$ cat config.mk
export PLATFORM = sky130hd
export DESIGN_NAME = glob_wildcard_matcher_core
export DESIGN_NICKNAME = d
export VERILOG_FILES = /design/src/gwm_pkg.sv /design/src/glob_wildcard_matcher_core.sv
export SDC_FILE = /design/constraint.sdc
export NUM_CORES = 1
export LEC_CHECK = 0
export BUFFER_PORTS_ARGS = -buffer_cell sky130_fd_sc_hd__buf_2
export CORE_ASPECT_RATIO = 0.9
export CORE_MARGIN = 3
export CORE_UTILIZATION = 60
export CTS_BUF_LIST = sky130_fd_sc_hd__clkbuf_4 sky130_fd_sc_hd__clkbuf_8
export DETAILED_ROUTE_END_ITERATION = 12
export HOLD_SLACK_MARGIN = 0.02
export PLACE_DENSITY = 0.84
export SYNTH_ARGS = -nofsm -noshare
export SYNTH_HDL_FRONTEND = slang
export SYNTH_SLANG_ARGS = --single-unit
$ cat constraint.sdc
create_clock -name clock -period 6 [get_ports clock]
set_clock_uncertainty 0.15 [all_clocks]
set_input_delay 0.3 -clock clock [delete_from_list [all_inputs] [get_ports clock]]
set_output_delay 0.3 -clock clock [all_outputs]
set_load 0.005 [all_outputs]
$ cat src/gwm_pkg.sv
// Package for the glob wildcard matcher: pattern sizes, special characters,
// register indexes and the star-closure and case-fold helpers.
// No dependencies.
package gwm_pkg;

   localparam int MAX_PATTERN = 32;
   localparam int NUM_POS     = MAX_PATTERN + 1;
   localparam int LEN_W       = 6;
   localparam int WORD_W      = 64;
   localparam int CHAR_W      = 8;
   localparam int CHARS_PER_WORD = WORD_W / CHAR_W;
   localparam int NUM_WORDS   = 4;

   localparam logic [CHAR_W-1:0] CHAR_STAR  = 8'h2A;
   localparam logic [CHAR_W-1:0] CHAR_QMARK = 8'h3F;
   localparam logic [CHAR_W-1:0] CHAR_UPPER_A = 8'h41;
   localparam logic [CHAR_W-1:0] CHAR_UPPER_Z = 8'h5A;
   localparam logic [CHAR_W-1:0] CASE_OFFSET  = 8'h20;

   typedef logic [NUM_POS-1:0] pos_vec_type;

   typedef enum logic [2:0] {
      CSR_PATTERN_WORD_0 = 3'd0,
      CSR_PATTERN_WORD_1 = 3'd1,
      CSR_PATTERN_WORD_2 = 3'd2,
      CSR_PATTERN_WORD_3 = 3'd3,
      CSR_PATTERN_LENGTH = 3'd4,
      CSR_CASE_FOLD      = 3'd5,
      CSR_PATTERN_ENABLE = 3'd6
   } csr_index_type;

   function automatic logic [CHAR_W-1:0] fold_char(input logic [CHAR_W-1:0] c);
      logic [CHAR_W-1:0] r;
      r = c;
      if (c inside {[CHAR_UPPER_A:CHAR_UPPER_Z]}) begin
         r = c + CASE_OFFSET;
      end
      return r;
   endfunction

   // Star closure as a carry chain: a set bit under a star carries into the
   // next position and keeps carrying through a run of stars.
   function automatic pos_vec_type close_stars(input pos_vec_type s,
                                               input pos_vec_type star);
      pos_vec_type gen;
      logic [NUM_POS:0] sum;
      pos_vec_type carry;
      gen   = s & star;
      sum   = {1'b0, gen} + {1'b0, star};
      carry = sum[NUM_POS-1:0] ^ gen ^ star;
      return s | carry;
   endfunction

endpackage

$ cat src/glob_wildcard_matcher_core.sv
// Glob wildcard matcher top level: bit-parallel NFA over the pattern
// positions, one character per transfer. Depends on gwm_pkg.
//
// channel  direction  ports                                   transfer when
// req      in         req_text_char, req_last                 req_valid & req_ready
// rsp      out        rsp_match_here, rsp_last_res            rsp_valid & rsp_ready
// csr      in         csr_index, csr_wdata                    csr_write_en
//
// One character per cycle while req_ready is high; each result is registered in
// the cycle after its transfer, set by the NFA step and star closure between the
// closed-state register and the result register. A csr write holds req_ready low
// for the following cycle while the closed state is rebuilt for the new pattern.
// Reset is synchronous; the result register holds while rsp_ready is low.
module glob_wildcard_matcher_core (
   input  logic                              clock,
   input  logic                              reset,
   input  logic                              req_valid,
   output logic                              req_ready,
   input  logic [gwm_pkg::CHAR_W-1:0]        req_text_char,
   input  logic                              req_last,
   output logic                              rsp_valid,
   input  logic                              rsp_ready,
   output logic                              rsp_match_here,
   output logic                              rsp_last_res,
   input  logic                              csr_write_en,
   input  logic [2:0]                        csr_index,
   input  logic [gwm_pkg::WORD_W-1:0]        csr_wdata
);
   import gwm_pkg::*;

   logic [WORD_W-1:0] pattern_word_ff [NUM_WORDS];
   logic [LEN_W-1:0]  pattern_length_ff;
   logic              case_fold_ff;
   logic              pattern_enable_ff;
   logic              dirty_ff;
   pos_vec_type       alive_ff;
   pos_vec_type       alive_in;
   pos_vec_type       cur_ff;
   pos_vec_type       cur_in;
   logic              rsp_valid_ff;
   logic              rsp_valid_in;
   logic              match_ff;
   logic              match_in;
   logic              last_ff;

   logic [LEN_W-1:0]  eff_len;
   logic [CHAR_W-1:0] pat_char [MAX_PATTERN];
   pos_vec_type       live_mask;
   pos_vec_type       star_vec;
   pos_vec_type       adv_vec;
   pos_vec_type       nxt;
   pos_vec_type       nxt_closed;
   pos_vec_type       close_src;
   logic [CHAR_W-1:0] text_cmp;
   logic              req_xfer;
   logic              rsp_xfer;

   assign req_xfer  = req_valid && req_ready;
   assign rsp_xfer  = rsp_valid_ff && rsp_ready;
   assign req_ready = !dirty_ff && (!rsp_valid_ff || rsp_ready);

   assign eff_len = (pattern_length_ff > LEN_W'(MAX_PATTERN)) ?
                    LEN_W'(MAX_PATTERN) : pattern_length_ff;

   assign text_cmp = case_fold_ff ? fold_char(req_text_char) : req_text_char;

   always_comb begin
      live_mask = '0;
      star_vec  = '0;
      adv_vec   = '0;
      for (int i = 0; i < MAX_PATTERN; i++) begin
         pat_char[i] = pattern_word_ff[i / CHARS_PER_WORD]
                       [(i % CHARS_PER_WORD) * CHAR_W +: CHAR_W];
         live_mask[i] = (LEN_W'(i) <= eff_len);
         if (LEN_W'(i) < eff_len) begin
            star_vec[i] = (pat_char[i] == CHAR_STAR);
            if (pat_char[i] == CHAR_QMARK) begin
               adv_vec[i] = 1'b1;
            end else if (pat_char[i] != CHAR_STAR) begin
               adv_vec[i] = case_fold_ff ? (fold_char(pat_char[i]) == text_cmp)
                                         : (pat_char[i] == text_cmp);
            end
         end
      end
      live_mask[MAX_PATTERN] = (eff_len == LEN_W'(MAX_PATTERN));
   end

   // advance one character from the closed state
   assign nxt        = (cur_ff & star_vec) | ((cur_ff & adv_vec) << 1);
   assign nxt_closed = close_stars(nxt, star_vec);
   assign match_in   = pattern_enable_ff ? nxt_closed[eff_len] : 1'b1;

   always_comb begin
      if (dirty_ff) begin
         close_src = alive_ff & live_mask;
      end else if (req_last) begin
         close_src = NUM_POS'(1);
      end else begin
         close_src = nxt;
      end
   end

   assign cur_in       = close_stars(close_src, star_vec);
   assign alive_in     = req_last ? NUM_POS'(1) : nxt;
   assign rsp_valid_in = req_xfer || (rsp_valid_ff && !rsp_xfer);

   always_ff @(posedge clock) begin
      if (reset) begin
         for (int w = 0; w < NUM_WORDS; w++) begin
            pattern_word_ff[w] <= '0;
         end
         pattern_length_ff <= '0;
         case_fold_ff      <= 1'b0;
         pattern_enable_ff <= 1'b1;
      end else if (csr_write_en) begin
         case (csr_index)
            CSR_PATTERN_WORD_0: pattern_word_ff[0] <= csr_wdata;
            CSR_PATTERN_WORD_1: pattern_word_ff[1] <= csr_wdata;
            CSR_PATTERN_WORD_2: pattern_word_ff[2] <= csr_wdata;
            CSR_PATTERN_WORD_3: pattern_word_ff[3] <= csr_wdata;
            CSR_PATTERN_LENGTH: pattern_length_ff <= csr_wdata[LEN_W-1:0];
            CSR_CASE_FOLD:      case_fold_ff      <= csr_wdata[0];
            CSR_PATTERN_ENABLE: pattern_enable_ff <= csr_wdata[0];
            default: ;
         endcase
      end
   end

   always_ff @(posedge clock) begin
      if (reset) begin
         dirty_ff     <= 1'b0;
         alive_ff     <= NUM_POS'(1);
         cur_ff       <= NUM_POS'(1);
         rsp_valid_ff <= 1'b0;
      end else begin
         dirty_ff     <= csr_write_en;
         rsp_valid_ff <= rsp_valid_in;
         if (dirty_ff || req_xfer) begin
            cur_ff <= cur_in;
         end
         if (req_xfer) begin
            alive_ff <= alive_in;
         end
      end
   end

   always_ff @(posedge clock) begin
      if (req_xfer) begin
         match_ff <= match_in;
         last_ff  <= req_last;
      end
   end

   assign rsp_valid      = rsp_valid_ff;
   assign rsp_match_here = match_ff;
   assign rsp_last_res   = last_ff;

endmodule

==> out/metrics.csv <==
stage,metric,value,unit
run_status,status,finished clean,
worst_setup_path,r2r_slack,0.41,ns
synthesis,synth-adder-area-share,0.0191,
sta,relSlewSlack,0.168,
grt,grt_max_degree,81,
sta,slew_violations,0,
sta,period_share,0.932,
route,drt-pass1-iter-count,6,
layout,final_util,0.690,
synthesis,async_flop_share,0,
worst_setup_path,critical_path_class,reg -> reg,
worst_setup_path,r2r-end,cur_ff[28]$_SDFFE_PP0P_,
synthesis,synth_xor_area_frac,0.0946,
placement,io_buffers,84,
placement,dpl.hpwl,60.4,mm
clock_network,cts_tree,done,
clock_network,cts_setup_buffers,0,
power_and_ir_drop,p_switching,1.66,mW
power_and_ir_drop,comb_power_share,0.132,
route,routed_via_density,6.93,
floorplanning,initial_core_util,0.612,
floorplanning,die_w,212,um
placement,place_ws,0.557,ns
clock_network,clock_latency,0.68,ns
sta,setup_viol,0,
grt,grt_pass1_wl,129,mm
synthesis,synth_compound_area_frac,0.168,
grt,antenna_found_initial,2,
route,wire_per_inst,26.9,um
synthesis,syn_area,22900,um^2
clock_network,cts_buffer_depth,3,
power_and_ir_drop,p_leak,9.03,nW
floorplanning,dieArea,40500,um^2
power_and_ir_drop,pwr-share-seq,0.485,
sta,setup_ws,0.409,ns
synthesis,synth_flop_cell,edfxtp_1,
placement,place_congestion,1.06,
worst_setup_path,start_kind,flip-flop,
synthesis,synth_cell_types,92,
sta,finalHoldViolCount,0,
sta,tns,0,ns
synthesis,muxShareOfSynthArea,0.00487,
route,routed_wl,86.4,mm
layout,layout_common_cells,"and2_1 (281), edfxtp_1 (258), nor2_1 (223), nand2_1 (147), xnor2_1 (139)",
worst_setup_path,rr_worst_depth,18,
grt,overflow,0,
clock_network,clock-sinks,332,
synthesis,synth-simple-area-share,0.277,
synthesis,yosys_warnings,0,
layout,fin_area,25800,um^2
clock_network,htree_levels,2,
route,drt_iter0_drc,3079,
placement,placed_area,23900,um^2
power_and_ir_drop,peakVddDrop,0.000233,V
worst_setup_path,cp_max_fo,19,
synthesis,netlist_instances,2535,
worst_setup_path,rr_startpoint,pattern_length_ff[3]$_SDFFE_PP0P_,
route,vias,22295,
worst_setup_path,worstSetupEndpointType,flip-flop,
floorplanning,die_h,191,um
synthesis,avgSynthCellArea,9.02,um^2
route,drc,0,
clock_network,cts_buffers,55,
synthesis,ys_seq_elements,332,
power_and_ir_drop,power_frac_clock,0.383,
hold_path,min_from,req_last,
sta,max_freq,179,MHz
synthesis,synth_top_family_by_area,simple AND/OR/NAND/NOR gates,
power_and_ir_drop,p_int,4.12,mW
layout,syn_to_final_growth,12.7,%
power_and_ir_drop,p_total,5.78,mW
power_and_ir_drop,power.density,224,nW/um^2
clock_network,cts.reportedPaths.clkPinSlew,0.07,ns
job,drv_cap,0,
hold_path,worst_hold_path.endpoint,rsp_last_res$_DFFE_PP_,
worst_setup_path,cp.required,6.41,ns
floorplanning,core,37400,um^2
sta,rsz0062_at_grt,no,
synthesis,synth_nets,2651,
grt,groute.usage.overall,0.422,
sta,max_slew.worst_pin.slew,1.24,ns
worst_setup_path,worstPathArrival,6.00,ns
hold_path,hp-class,in -> reg,
layout,final_common_cell,and2_1,
synthesis,yosysSeqAreaShare,0.404,
clock_network,cts_root_buffer,clkbuf_8,
floorplanning,std_cell_rows,67,
floorplanning,io_pins,85,
layout,drive_above_1_share,0.103,
grt,grt_pass1_vias,21149,
power_and_ir_drop,switching_share,0.288,
sta,min_period,5.59,ns
layout,nNetsFinal,2803,
layout,fillers,2766,
route,postRouteAntennaNets,0,
hold_path,holdPathStages,2,
synthesis,synth_edf_count,258,
worst max-delay path by stage:
stage          slack, ns                         startpoint                            to  cells past startpoint
6_report            0.41  pattern_length_ff[3]$_SDFFE_PP0P_       cur_ff[28]$_SDFFE_PP0P_                     18
4_1_cts             0.56  pattern_length_ff[3]$_SDFFE_PP0P_       cur_ff[28]$_SDFFE_PP0P_                     18
5_1_grt             0.18  pattern_length_ff[3]$_SDFFE_PP0P_       cur_ff[28]$_SDFFE_PP0P_                     18
3_5_place_dp        0.56                   req_text_char[2]       cur_ff[28]$_SDFFE_PP0P_                     18
3_3_place_gp        0.67                   req_text_char[5]  rsp_match_here$_SDFFCE_PN1P_                     14
2_1_floorplan       1.45  pattern_length_ff[3]$_SDFFE_PP0P_       cur_ff[28]$_SDFFE_PP0P_                     19
cell usage after synthesis, drive strengths merged (11+ instances only):
master  number  area (um^2)
clkbuf      77          289
nor4bb      11          110
a22oi       13         97.6
edfxtp     258         7750
o31ai       26          200
a41oi       17          149
or3         42          263
inv         67          251
o41ai       17          168
dfxtp       74         1480
nand4       67          419
nor3       121          606
nand3      105          526
nand2      147          552
or2         16          100
a21o        30          225
nor3b       11         82.6
o21ai       88          455
and3        13         81.3
buf         37          211
xnor2      139         1220
nor2       224          841
or4         21          161
nand2b      38          238
a21boi      13         97.6
ha          35          438
o21a        18          135
o31a        15          131
a21oi      116          584
nor4        43          275
xor2       108          946
o22ai       14         87.6
a211oi      25          193
nor2b       17          106
and2       282         1760
a31oi       43          269
critical path, stage by stage, from the launching register on:
cell and delay, ns:
dfxtp_1 0.30, buf_4 0.19, or4_1 0.73, o21ai_1 0.31
a211o_1 0.17, and4b_1 0.19, o211ai_1 0.31, o21ai_2 0.13
a32o_2 0.29, nor2_1 0.11, ha_1 0.17, a21oi_2 0.05
o311a_1 0.39, o41a_1 0.50, o311ai_2 0.40, a32oi_1 0.22
nor4b_2 0.46, o21ai_1 0.14, a211oi_1 0.26
final cells by class:
cell class / count / area (um^2) / area share
tap: 483 / 604 / 0.0234
inverter: 67 / 251 / 0.00975
multi-input combinational: 2022 / 13000 / 0.503
sequential: 332 / 9230 / 0.358
clock inverter: 30 / 283 / 0.0110
clock buffer: 72 / 897 / 0.0348
timing repair buffer: 209 / 1550 / 0.0603
antenna: 2 / 5.00 / 0.000194
flip-flops by register name, summed over array words and instances (netlist names):
name and cells:
dirty_ff 1, rsp_last_res 1, case_fold_ff 1, rsp_valid 1, pattern_word_ff 256, alive_ff 32, rsp_match_here 1, pattern_length_ff 6
cur_ff 32, pattern_enable_ff 1
per-stage QoR:
| stage | instances | hold slack (ns) |
|---|---|---|
| after global placement | 3045 | 0.310 |
| after floorplan | 2535 | 0.249 |
| after detailed placement | 3045 | 0.320 |
| final | 3217 | 0.0937 |
| after CTS | 3215 | 0.0426 |
| after global routing | 3215 | 0.0713 |
cell families after synthesis:
kind of cell    after synthesis
compound gates              549
xor+xnor                    247
fa+ha+maj                    35
buf+inv                     181
flops                       332
mux                          11
simple gates               1180
power groups by stage:
stage / combinational (mW) / sequential (mW) / clock (mW)
floorplan: 0.472 / 2.79 / 0
global placement: 0.668 / 2.83 / 0
detailed placement: 0.693 / 2.84 / 0
CTS: 0.733 / 2.79 / 2.22
global route: 0.808 / 2.82 / 2.33
finish: 0.760 / 2.80 / 2.21
repair_timing:
action                     in CTS  in global routing
setup endpoints to repair       0                  0
hold endpoints to repair      265                  0
gates resized for setup         0                  0
hold buffers                   68                  0
metal layers:
metal / vias to the layer above / wire [um] / GRT usage
met1: 10655 / 32700 / 0.566
met2: 1611 / 38200 / 0.652
met5: - / 15 / 0
met3: 306 / 11300 / 0.102
met4: 2 / 4220 / 0.187
li1: 9721 / - / -
Power figures use the tool's default switching activity.
